File: config.mk
export PLATFORM = sky130hd
export DESIGN_NAME = crossfader_pot_smoother
export DESIGN_NICKNAME = d
export VERILOG_FILES = /design/src/rtl/cfps_pkg.sv /design/src/rtl/cfps_window.sv /design/src/rtl/crossfader_pot_smoother.sv
export SDC_FILE = /design/constraint.sdc
export NUM_CORES = 1
export LEC_CHECK = 0
export BUFFER_PORTS_ARGS = -buffer_cell sky130_fd_sc_hd__buf_2
export CAP_MARGIN = 10
export CORE_UTILIZATION = 37
export CTS_CLUSTER_DIAMETER = 50
export DETAILED_ROUTE_END_ITERATION = 12
export PLACE_DENSITY_LB_ADDON = 0.2
export SETUP_SLACK_MARGIN = 0.5
export SYNTH_ARGS = -nofsm -noshare
export SYNTH_HDL_FRONTEND = slang
export SYNTH_HIERARCHICAL = 1
export SYNTH_SLANG_ARGS = --single-unit
File: constraint.sdc
create_clock -name clk -period 9.3 [get_ports clk]
set_input_delay 0.465 -clock clk [delete_from_list [all_inputs] [get_ports clk]]
set_output_delay 0.465 -clock clk [all_outputs]
set_load 0.05 [all_outputs]
File: src/rtl/cfps_pkg.sv
package cfps_pkg;

	localparam int SAMPLE_W       = 12;
	localparam int POS_W          = 10;
	localparam int ENTRY_LSB      = SAMPLE_W - POS_W;
	localparam int GAIN_W         = 24;
	localparam int GAIN_FRAC      = 23;
	localparam int WINDOW_LEN_DEF = 16;

	// APB register map
	localparam int APB_DATA_W = 32;
	localparam int CFG_ADDR_W = 3;
	localparam int CFG_IDX_W  = 1;
	localparam logic [CFG_IDX_W-1:0] REG_CHANGE_THRESHOLD = 1'b0;

	localparam logic [POS_W-1:0] POS_MAX       = 10'd1023;
	localparam logic [POS_W-1:0] LAST_SENT_RST = 10'd255;
	localparam logic [POS_W-1:0] THRESHOLD_RST = 10'd2;

	// gain = floor(p * 2^23 / 1023) = (p * ceil(2^43 / 1023)) >> 20, exact for 10-bit p
	localparam int GAIN_SHIFT   = 20;
	localparam int GAIN_K       = GAIN_FRAC + GAIN_SHIFT;
	localparam int GAIN_RECIP_W = 34;
	localparam int GAIN_PROD_W  = POS_W + GAIN_RECIP_W;
	localparam longint unsigned GAIN_RECIP_L =
		((64'd1 << GAIN_K) + 64'(POS_MAX) - 64'd1) / 64'(POS_MAX);
	localparam logic [GAIN_RECIP_W-1:0] GAIN_RECIP = GAIN_RECIP_W'(GAIN_RECIP_L);

	typedef struct packed {
		logic [SAMPLE_W-1:0] pot_sample;
		logic                cut_pressed;
	} sample_t;

	typedef struct packed {
		logic [POS_W-1:0]  fader_position;
		logic [GAIN_W-1:0] gain_b;
		logic [GAIN_W-1:0] gain_a;
	} result_t;

endpackage

File: src/rtl/cfps_window.sv
module cfps_window #(
	parameter int WINDOW_LEN = cfps_pkg::WINDOW_LEN_DEF
) (
	input  logic                                               clk,
	input  logic                                               arst_n,
	input  logic                                               push,
	input  logic [cfps_pkg::POS_W-1:0]                         entry,
	output logic [cfps_pkg::POS_W+$clog2(WINDOW_LEN)-1:0]      sum
);

	localparam int SumW = cfps_pkg::POS_W + $clog2(WINDOW_LEN);

	// a circular buffer written in order is a shift line: the entry overwritten
	// is always the oldest one, at the last tap
	logic [cfps_pkg::POS_W-1:0] taps_q [WINDOW_LEN];
	logic [SumW-1:0]            sum_q;

	always_ff @(posedge clk or negedge arst_n) begin
		if (!arst_n) begin
			for (int i = 0; i < WINDOW_LEN; i++) begin
				taps_q[i] <= '0;
			end
			sum_q <= '0;
		end else if (push) begin
			taps_q[0] <= entry;
			for (int i = 1; i < WINDOW_LEN; i++) begin
				taps_q[i] <= taps_q[i-1];
			end
			sum_q <= sum_q - SumW'(taps_q[WINDOW_LEN-1]) + SumW'(entry);
		end
	end

	assign sum = sum_q;

endmodule

File: src/rtl/crossfader_pot_smoother.sv
// Each accepted sample passes the stage 1, stage 2 and stage 3 (result) registers.
// Throughput: one sample per cycle; stalls only when the result register is held.
// Samples with cut pressed or a change inside the deadband produce no result.
// Reset (arst_n low, async): window and running sum cleared, last sent position 255,
// change threshold 2, pipeline emptied.
module crossfader_pot_smoother #(
	parameter int WINDOW_LEN = cfps_pkg::WINDOW_LEN_DEF
) (
	input  logic                            clk,
	input  logic                            arst_n,
	// APB config port
	input  logic                            psel,
	input  logic                            penable,
	input  logic                            pwrite,
	input  logic [cfps_pkg::CFG_ADDR_W-1:0] paddr,
	input  logic [cfps_pkg::APB_DATA_W-1:0] pwdata,
	output logic [cfps_pkg::APB_DATA_W-1:0] prdata,
	output logic                            pready,
	// sample channel
	input  logic                            sample_valid,
	output logic                            sample_stall,
	input  cfps_pkg::sample_t               sample,
	// result channel
	output logic                            result_valid,
	input  logic                            result_stall,
	output cfps_pkg::result_t               result
);

	localparam int CntW   = $clog2(WINDOW_LEN);
	localparam int SumW   = cfps_pkg::POS_W + CntW;
	// mean = (sum * ceil(2^MeanK / N)) >> MeanK, exact for every sum below 2^SumW
	localparam int MeanK  = SumW + CntW;
	localparam int RecipW = SumW + 1;
	localparam int ProdW  = SumW + RecipW;
	localparam longint unsigned RecipL =
		((64'd1 << MeanK) + 64'(WINDOW_LEN) - 64'd1) / 64'(WINDOW_LEN);
	localparam logic [RecipW-1:0] Recip = RecipW'(RecipL);

	// ---------------- config register ----------------
	logic [cfps_pkg::POS_W-1:0]     thr_q;
	logic [cfps_pkg::CFG_IDX_W-1:0] reg_idx;

	assign reg_idx = paddr[cfps_pkg::CFG_ADDR_W-1:2];
	assign pready  = 1'b1;

	always_ff @(posedge clk or negedge arst_n) begin
		if (!arst_n) begin
			thr_q <= cfps_pkg::THRESHOLD_RST;
		end else if (psel && penable && pwrite && pready
				&& reg_idx == cfps_pkg::REG_CHANGE_THRESHOLD) begin
			thr_q <= pwdata[cfps_pkg::POS_W-1:0];
		end
	end

	always_comb begin
		prdata = '0;
		if (reg_idx == cfps_pkg::REG_CHANGE_THRESHOLD) begin
			prdata = cfps_pkg::APB_DATA_W'(thr_q);
		end
	end

	// ---------------- pipeline handshake ----------------
	logic valid_s1, valid_s2, valid_s3;
	logic ready_s1, ready_s2, ready_s3;
	logic accept;

	assign ready_s3     = !valid_s3 || !result_stall;
	assign ready_s2     = !valid_s2 || ready_s3;
	assign ready_s1     = !valid_s1 || ready_s2;
	assign sample_stall = !ready_s1;
	assign accept       = sample_valid && ready_s1;

	// ---------------- window and running sum ----------------
	logic [SumW-1:0] win_sum;

	cfps_window #(
		.WINDOW_LEN(WINDOW_LEN)
	) u_window (
		.clk   (clk),
		.arst_n(arst_n),
		.push  (accept && !sample.cut_pressed),
		.entry (sample.pot_sample[cfps_pkg::SAMPLE_W-1:cfps_pkg::ENTRY_LSB]),
		.sum   (win_sum)
	);

	// ---------------- stage 1: accepted sample ----------------
	// win_sum already holds this sample's window sum while it sits here
	logic cut_s1;

	always_ff @(posedge clk or negedge arst_n) begin
		if (!arst_n) begin
			valid_s1 <= 1'b0;
			cut_s1   <= 1'b0;
		end else if (ready_s1) begin
			valid_s1 <= sample_valid;
			cut_s1   <= sample.cut_pressed;
		end
	end

	// ---------------- stage 2: mean product ----------------
	logic             cut_s2;
	logic [ProdW-1:0] prod_s2;

	always_ff @(posedge clk or negedge arst_n) begin
		if (!arst_n) begin
			valid_s2 <= 1'b0;
			cut_s2   <= 1'b0;
		end else if (ready_s2) begin
			valid_s2 <= valid_s1;
			cut_s2   <= cut_s1;
		end
	end

	always_ff @(posedge clk) begin
		if (ready_s2) begin
			prod_s2 <= ProdW'(win_sum) * ProdW'(Recip);
		end
	end

	// ---------------- stage 3: deadband, gains, result register ----------------
	logic [cfps_pkg::POS_W-1:0]       mean;
	logic [cfps_pkg::POS_W-1:0]       diff;
	logic [cfps_pkg::POS_W-1:0]       last_sent_q;
	logic                             emit;
	logic [cfps_pkg::GAIN_PROD_W-1:0] gain_b_prod;
	logic [cfps_pkg::GAIN_PROD_W-1:0] gain_a_prod;
	cfps_pkg::result_t                result_s3;

	assign mean = prod_s2[MeanK +: cfps_pkg::POS_W];
	assign diff = (mean > last_sent_q) ? (mean - last_sent_q) : (last_sent_q - mean);
	assign emit = diff > thr_q;

	assign gain_b_prod = cfps_pkg::GAIN_PROD_W'(mean)
		* cfps_pkg::GAIN_PROD_W'(cfps_pkg::GAIN_RECIP);
	assign gain_a_prod = cfps_pkg::GAIN_PROD_W'(cfps_pkg::POS_MAX - mean)
		* cfps_pkg::GAIN_PROD_W'(cfps_pkg::GAIN_RECIP);

	always_ff @(posedge clk or negedge arst_n) begin
		if (!arst_n) begin
			valid_s3    <= 1'b0;
			last_sent_q <= cfps_pkg::LAST_SENT_RST;
		end else if (ready_s3) begin
			valid_s3 <= valid_s2 && !cut_s2 && emit;
			if (valid_s2) begin
				if (cut_s2) begin
					last_sent_q <= '0;
				end else if (emit) begin
					last_sent_q <= mean;
				end
			end
		end
	end

	always_ff @(posedge clk) begin
		if (ready_s3) begin
			result_s3.fader_position <= mean;
			result_s3.gain_b <= gain_b_prod[cfps_pkg::GAIN_SHIFT +: cfps_pkg::GAIN_W];
			result_s3.gain_a <= gain_a_prod[cfps_pkg::GAIN_SHIFT +: cfps_pkg::GAIN_W];
		end
	end

	assign result_valid = valid_s3;
	assign result       = result_s3;

endmodule

==> results.json, run 1 <==
{
  "fp.dieW_um": 190,
  "drt-total-wl_um": 22700,
  "num-nets-final": 1256,
  "vias": 7457,
  "arrival_ns": 5.62,
  "synth_edf_count": 68,
  "async_flop_share": 0.745,
  "cp_max_fo": 12,
  "maxSlewHeadroom": 0.322,
  "syn_area_per_cell_um2": 13.2,
  "std_cell_rows": 68,
  "status": "finished, final reports clean",
  "cts.sinks": 267,
  "drv_cap": 0,
  "die_area_mm2": 0.0361,
  "cts_buffers": 35,
  "drtAntennaViolNets": 0,
  "fin_ws_ns": 4.12,
  "layout-drive-gt1-share": 0.335,
  "cp-endpoint": "last_sent_q[0]",
  "fillers": 3237,
  "ioPinCount": 148,
  "post_cts_resized": 0,
  "core_mm2": 0.0346,
  "r2r_slack_ns": 4.12,
  "fin_cells": 1575,
  "clkTransAtPathRegs_ns": 0.05,
  "grt_util_all_layers": 0.130,
  "syn_to_final_growth_pct": 15.9,
  "startpoint": "prod_s2[25]",
  "place_ws_ns": 4.14,
  "hold_ws_ns": 0.166,
  "dr.pass1.iters": 4,
  "antenna_found_initial": 0,
  "grt_overflow": 0,
  "cts-root-buf": "clkbuf_16",
  "hpwl_um": 15300,
  "grt_pass1_wl_um": 38300,
  "synth_cells": 991,
  "ys_ff_latch": 267,
  "setup_viol": 0,
  "final_max_slew_viol_count": 0,
  "synth_top_area_frac": 0.364,
  "start_util": 0.377,
  "grt_start_max_net_pins": 182,
  "die_y_um": 190,
  "setup_tns_ns": 0,
  "netlist_area_mm2": 0.0131,
  "portBuffers": 98,
  "fin_crit_ns": 5.18,
  "yosys.area.top_type": "dfrtp_1",
  "cts_tree": "done",
  "tightest_slew_ns": 1.01,
  "avgViaCountPerCell": 4.73,
  "hold_viol_final": 0,
  "setup.worst_path.start_class": "flop",
  "path_class": "reg -> reg",
  "synth.yosys.seq_area_share": 0.538,
  "place_congestion": 0.813,
  "insertion_delay_ns": 0.51,
  "synth_warnings": 6,
  "ys.flop_type": "dfrtp_1",
  "synth_cell_types": 70,
  "drt_iter0_drc": 264,
  "rr_startpoint": "prod_s2[25]",
  "synth_area_leaders": "dfrtp_1, edfxtp_1, mux2_2",
  "routedWlPerCell_um": 14.4,
  "post-route-period-util": 0.557,
  "reg2reg_depth": 15,
  "rsz0062_at_grt": "no",
  "dp_cells": 1511,
  "cts_max_level": 2,
  "clockBufferDepth": 3,
  "worstSetupEndpointType": "flop",
  "diodes": 0,
  "worst_hold_path_type": "in -> reg",
  "r2r-end": "last_sent_q[0]",
  "grt_pass1_vias": 7527,
  "drc_errors": 0,
  "max_freq_mhz": 193,
  "finClkSkew_ns": 0.0156,
  "required_ns": 9.74
}
==> repair_timing <==
item / in CTS / in global routing
hold buffers: 1 / 0
setup endpoints to repair: 0 / 0
buffers inserted: 0 / 0
hold endpoints to repair: 72 / 0
==> how the worst min path moves through the flow <==
stage / cells past startpoint / slack [ns] / start / to
2_1_floorplan: 0 / 0.17 / arst_n / cut_s1
3_3_place_gp: 0 / 0.43 / u_window/sum[8] / prod_s2[22]
3_5_place_dp: 0 / 0.43 / u_window/sum[8] / prod_s2[22]
4_1_cts: 2 / 0.14 / sample_valid / valid_s1
5_1_grt: 2 / 0.16 / pwdata[7] / thr_q[7]
6_report: 2 / 0.17 / sample_valid / valid_s1
==> cells by family (layout without fill, tap and decap cells) <==
kind of cell    count (synthesis)  in the layout  synth area share
compound gates                105            105            0.0588
xor+xnor                       23             23            0.0154
fa+ha+maj                     107            107             0.109
buf+inv                       143            251            0.0535
flops                         267            267             0.538
mux                           185            185             0.158
other cells                     2             23          0.000575
simple gates                  159            159            0.0655
==> per-stage QoR <==
stage	instance area, um^2	util
4_1_cts	15100	0.437
3_3_place_gp	13900	0.401
3_5_place_dp	13900	0.401
6_report	15100	0.437
2_1_floorplan	13100	-
5_1_grt	15100	0.437
==> cell usage in the layout (no fill, tap or decap), types with 4 or more instances in the layout <==
cell and n:
buf_2 97, o311ai_0 4, clkinv_4 5, xor2_1 7, edfxtp_1 68, xnor2_1 16, ha_1 95, bufinv_16 4
or3_1 4, nand2b_1 8, nor3_1 5, clkbuf_8 7, o21a_1 5, nand4_1 7, conb_1 23, mux2_2 173
buf_4 4, nor2_1 50, dfstp_2 9, a32o_1 7, nand2_1 29, a21o_1 9, a21oi_1 25, fa_1 12
o21ai_1 4, mux2i_1 12, nand3_1 12, inv_1 83, o21ai_0 17, clkbuf_16 36, and4_1 4, nor4_1 4
and2_1 18, dfrtp_1 190
==> metal layers <==
layer	vias to the layer above	track usage	share of wire
met3	30	0.0266	0.042
li1	3643	-	-
met4	0	0.0403	0.018
met1	3651	0.184	0.49
met5	-	0	0
met2	133	0.201	0.45
==> flip-flops by register name (all words and copies together) (netlist names) <==
name             flops
u_window/taps_q    160
result              58
u_window/sum        14
last_sent_q         10
prod_s2             10
thr_q               10
cut_s1               1
cut_s2               1
result_valid         1
valid_s1             1
valid_s2             1
==> cell usage after synthesis (3+ instances only) <==
master      n
a22oi_1     3
xor2_1      7
o21ai_0    17
clkbuf_1    7
nor4_1      4
buf_6       5
and2_1     18
nand2b_1    8
mux2_2    173
nand4_1     7
o311ai_0    4
buf_2      19
dfstp_2     9
o21bai_1    3
o31ai_2     3
or3_1       4
ha_1       95
xnor2_1    16
fa_1       12
and4_1      4
edfxtp_1   68
nand3_1    12
nor3_1      5
dfrtp_1   190
nor2_1     50
nor3_2      3
o21a_1      5
a21oi_1    25
mux2i_1    12
a21o_1      9
nand2_1    30
o21ai_1     4
inv_1      83
a32o_1      7
buf_4      24
a211oi_1    3
==> area by class of cell <==
class / count / area (um^2) / share of cell area
Sequential cell: 267 / 7030 / 0.465
Tap cell: 455 / 569 / 0.0376
Inverter: 84 / 315 / 0.0208
Clock inverter: 20 / 258 / 0.0170
Timing Repair Buffer: 104 / 559 / 0.0369
Multi-Input combinational cell: 602 / 5420 / 0.358
Clock buffer: 43 / 987 / 0.0652
==> critical path, cell delays in order, from the launching register on <==
cell and delay [ns]:
edfxtp_1 0.64, clkinv_1 0.44, ha_1 0.55, nand4_2 0.17, a21oi_1 0.17, nor3_1 0.09
o31ai_2 0.85, mux2i_1 0.30, xnor2_1 0.14, ha_1 0.35, nand4_2 0.15, nor2_2 0.16
a221oi_2 0.08, o21a_1 0.15, nor4_2 0.64, a32o_1 0.22
Power of run 1 is left out: the tool's default activity adds up to more than one toggle a clock period on the data nets, which glitch-free logic cannot reach.
==> run 2: changes to the inputs <==
Settings changed: ABC_AREA set to 1.
Clock period 9.3 ns to 4.3 ns, I/O delays scaled along.
==> run 2 against run 1 <==
- fmax grew 55%
- die area grew 6.9%
- hold slack lost 0.10 ns
- flip-flop and latch count is the same
- via count grew 42%
- sequential share of layout area shrank 3.2 points
- setup slack lost 3.2 ns
- highest routed layer unchanged
- routed wire length grew 34%
- non-clock buffer count grew 31
- utilization grew 0.35 points
- critical path depth grew 7
- count of clock-buffer cells in the layout grew 3
==> results.json, run 2 <==
{
  "post_cts_buffers": 0,
  "drc_errors": 0,
  "largest_reg_flops": 160,
  "synth_cell_types": 41,
  "worst_hold_path_type": "in -> reg",
  "hold_viol_final": 0,
  "leakagePower_nw": 8.76,
  "final_max_slew_viol_count": 0,
  "tightest_slew_ns": 1.16,
  "netlist_top_cells_count": "nand2_1, dfrtp_1, inv_1, nor2_1, ha_1",
  "vias": 10583,
  "avgViaCountPerCell": 4.56,
  "setup_viol": 0,
  "ioPinCount": 148,
  "yosys.area.top_type": "dfrtp_1",
  "top_register": "u_window/taps_q",
  "std_cell_rows": 70,
  "hold_ws_ns": 0.0623,
  "cts_max_level": 2,
  "synth_cells": 1677,
  "cts_buffers": 35,
  "grt_pass1_wl_um": 50800,
  "antenna_found_initial": 0,
  "ys_ff_latch": 267,
  "crit_path_top_delay_cell": "fa_1",
  "clockBufferDepth": 3,
  "post-route-period-util": 0.778,
  "insertion_delay_ns": 0.51,
  "multi_input_area_mm2": 0.00589,
  "max_stage_delay_ns": 0.43,
  "fin_crit_ns": 3.35,
  "p_per_area_mw_per_mm2": 836,
  "diodes": 0,
  "layout_commonest_cell": "nand2_1",
  "required_ns": 4.70,
  "netlist_area_mm2": 0.0140,
  "synth_edf_count": 68,
  "grt_pass1_vias": 10263,
  "drv_cap": 0,
  "finClkSkew_ns": 0.0176,
  "dr.pass1.iters": 5,
  "cts-root-buf": "clkbuf_16",
  "syn_to_final_growth_pct": 16.3,
  "portBuffers": 98,
  "holdPathStages": 3,
  "path_class": "reg -> reg",
  "worstSetupEndpointType": "flop",
  "async_flop_share": 0.745,
  "core_mm2": 0.0369,
  "max_freq_mhz": 299,
  "synth_top_area_frac": 0.340,
  "grt_start_max_net_pins": 165,
  "ys.flop_type": "dfrtp_1",
  "drt-total-wl_um": 30400,
  "layout_common_cells": "nand2_1, dfrtp_1, inv_1, nor2_1, buf_2",
  "vdd_ir_drop_max_mv": 0.396,
  "die_y_um": 196,
  "start_util": 0.379,
  "setup.worst_path.start_class": "flop",
  "die_area_mm2": 0.0386,
  "place_congestion": 0.913,
  "fillers": 3697,
  "layout-drive-gt1-share": 0.117,
  "cts_tree": "done",
  "fp.dieW_um": 196,
  "setup_tns_ns": 0,
  "yosysMostFrequentCell": "nand2_1",
  "synth_area_leaders": "dfrtp_1, nand2_1, edfxtp_1",
  "cp_max_fo": 10,
  "maxSlewHeadroom": 0.229,
  "grt_util_all_layers": 0.162,
  "clkTransAtPathRegs_ns": 0.05,
  "drt_iter0_drc": 570,
  "synth_warnings": 6,
  "drtAntennaViolNets": 0,
  "seqCellArea_mm2": 0.00703,
  "power_mw": 13.6,
  "num-nets-final": 1955,
  "routedWlPerCell_um": 13.1,
  "status": "finished, final reports clean",
  "reg2reg_depth": 22,
  "path_cells": "inv_2, ha_1, inv_1, fa_1, nand2_1, inv_1, nand2_1, nand3_1, nand2_1, nand3_1, a21oi_1, nor2_1, ha_1, nand2_1, nor2_1, nand3_1, nand3_1, nand2_1, nand2_1, nand2_2, nand2_1, nand2_1",
  "grt_overflow": 0,
  "hpwl_um": 20200,
  "synth.yosys.seq_area_share": 0.503,
  "syn_area_per_cell_um2": 8.33,
  "cts.sinks": 267,
  "arrival_ns": 3.74,
  "crit_top_cell": "nand2_1",
  "rsz0062_at_grt": "no"
}
[run 2: cell count changes after synthesis, moves of 17 or more]
cell	delta
nor2_1	+57
nand3_1	+46
a21oi_1	+36
and2_1	-17
inv_1	+90
nand2_1	+674
mux2_2	-172
o21ai_0	+27
[run 2: critical path, delay by kind of cell, from the launching register on]
family                   cells  cell delay, ns
AO/OA/AOI/OAI                1            0.15
buffers and inverters        3            0.26
adder cells (fa/ha/maj)      3            0.90
AND/OR/NAND/NOR             15            1.49
flip-flops                   1            0.41
[run 2: area by class of cell]
type	count	share of cell area
multi-input combinational	1173	0.362
clock inverter	16	0.0108
timing repair buffer	135	0.0515
sequential	267	0.433
clock buffer	46	0.0608
inverter	181	0.0428
tap	504	0.0388
[run 2: through the flow]
step | setup slack [ns] | instances | instance area, um^2 | utilization
6_report | 0.954 | 2322 | 16200 | 0.441
5_1_grt | 0.569 | 2322 | 16200 | 0.441
4_1_cts | 0.697 | 2322 | 16200 | 0.441
3_5_place_dp | 0.732 | 2246 | 14900 | 0.405
3_3_place_gp | 0.761 | 2246 | 14900 | 0.405
2_1_floorplan | 0.916 | 1698 | 14100 | -
[run 2: timing repair]
item,CTS,global route
endpoints found under the setup margin,0,10
hold buffers,14,0
resized for setup,0,3
hold endpoints to repair,119,0
[run 2: path summary, 6_finish.rpt]
path / endpoint / start / slack, ns
worst max register to register: last_sent_q[8] / prod_s2[18] / 0.95
worst min register to register: prod_s2[20] / u_window/sum[6] / 0.45
min in group asynchronous: thr_q[5] / arst_n / 0.42
max in group asynchronous: u_window/taps_q[81] / arst_n / 2.85
worst min-delay path: u_window/taps_q[152] / sample[5] / 0.06
worst max-delay path: last_sent_q[8] / prod_s2[18] / 0.95
[run 2: report_power, final]
group          switching (mW)  internal (mW)
clock network            1.09           1.80
registers               0.361           3.49
logic                    4.70           2.14
[run 2: routing by layer]
layer,up-vias,share of wire,GRT usage
met5,-,0,0
met3,48,0.033,0.0255
met2,157,0.46,0.266
li1,5422,-,-
met4,0,0.026,0.0599
met1,4956,0.48,0.217
[run 2: cell families (layout without fill, tap and decap cells)]
| kind of cell | Yosys count | after routing | synth area share |
|---|---|---|---|
| simple gates | 909 | 909 | 0.259 |
| flops | 267 | 267 | 0.503 |
| buf+inv | 258 | 378 | 0.0818 |
| compound gates | 122 | 122 | 0.0456 |
| fa+ha+maj | 107 | 107 | 0.102 |
| xor+xnor | 11 | 11 | 0.00689 |
| other cells | 2 | 23 | 0.000537 |
| mux | 1 | 1 | 0.000806 |
Note: power is estimated with default switching activity, not from simulation.
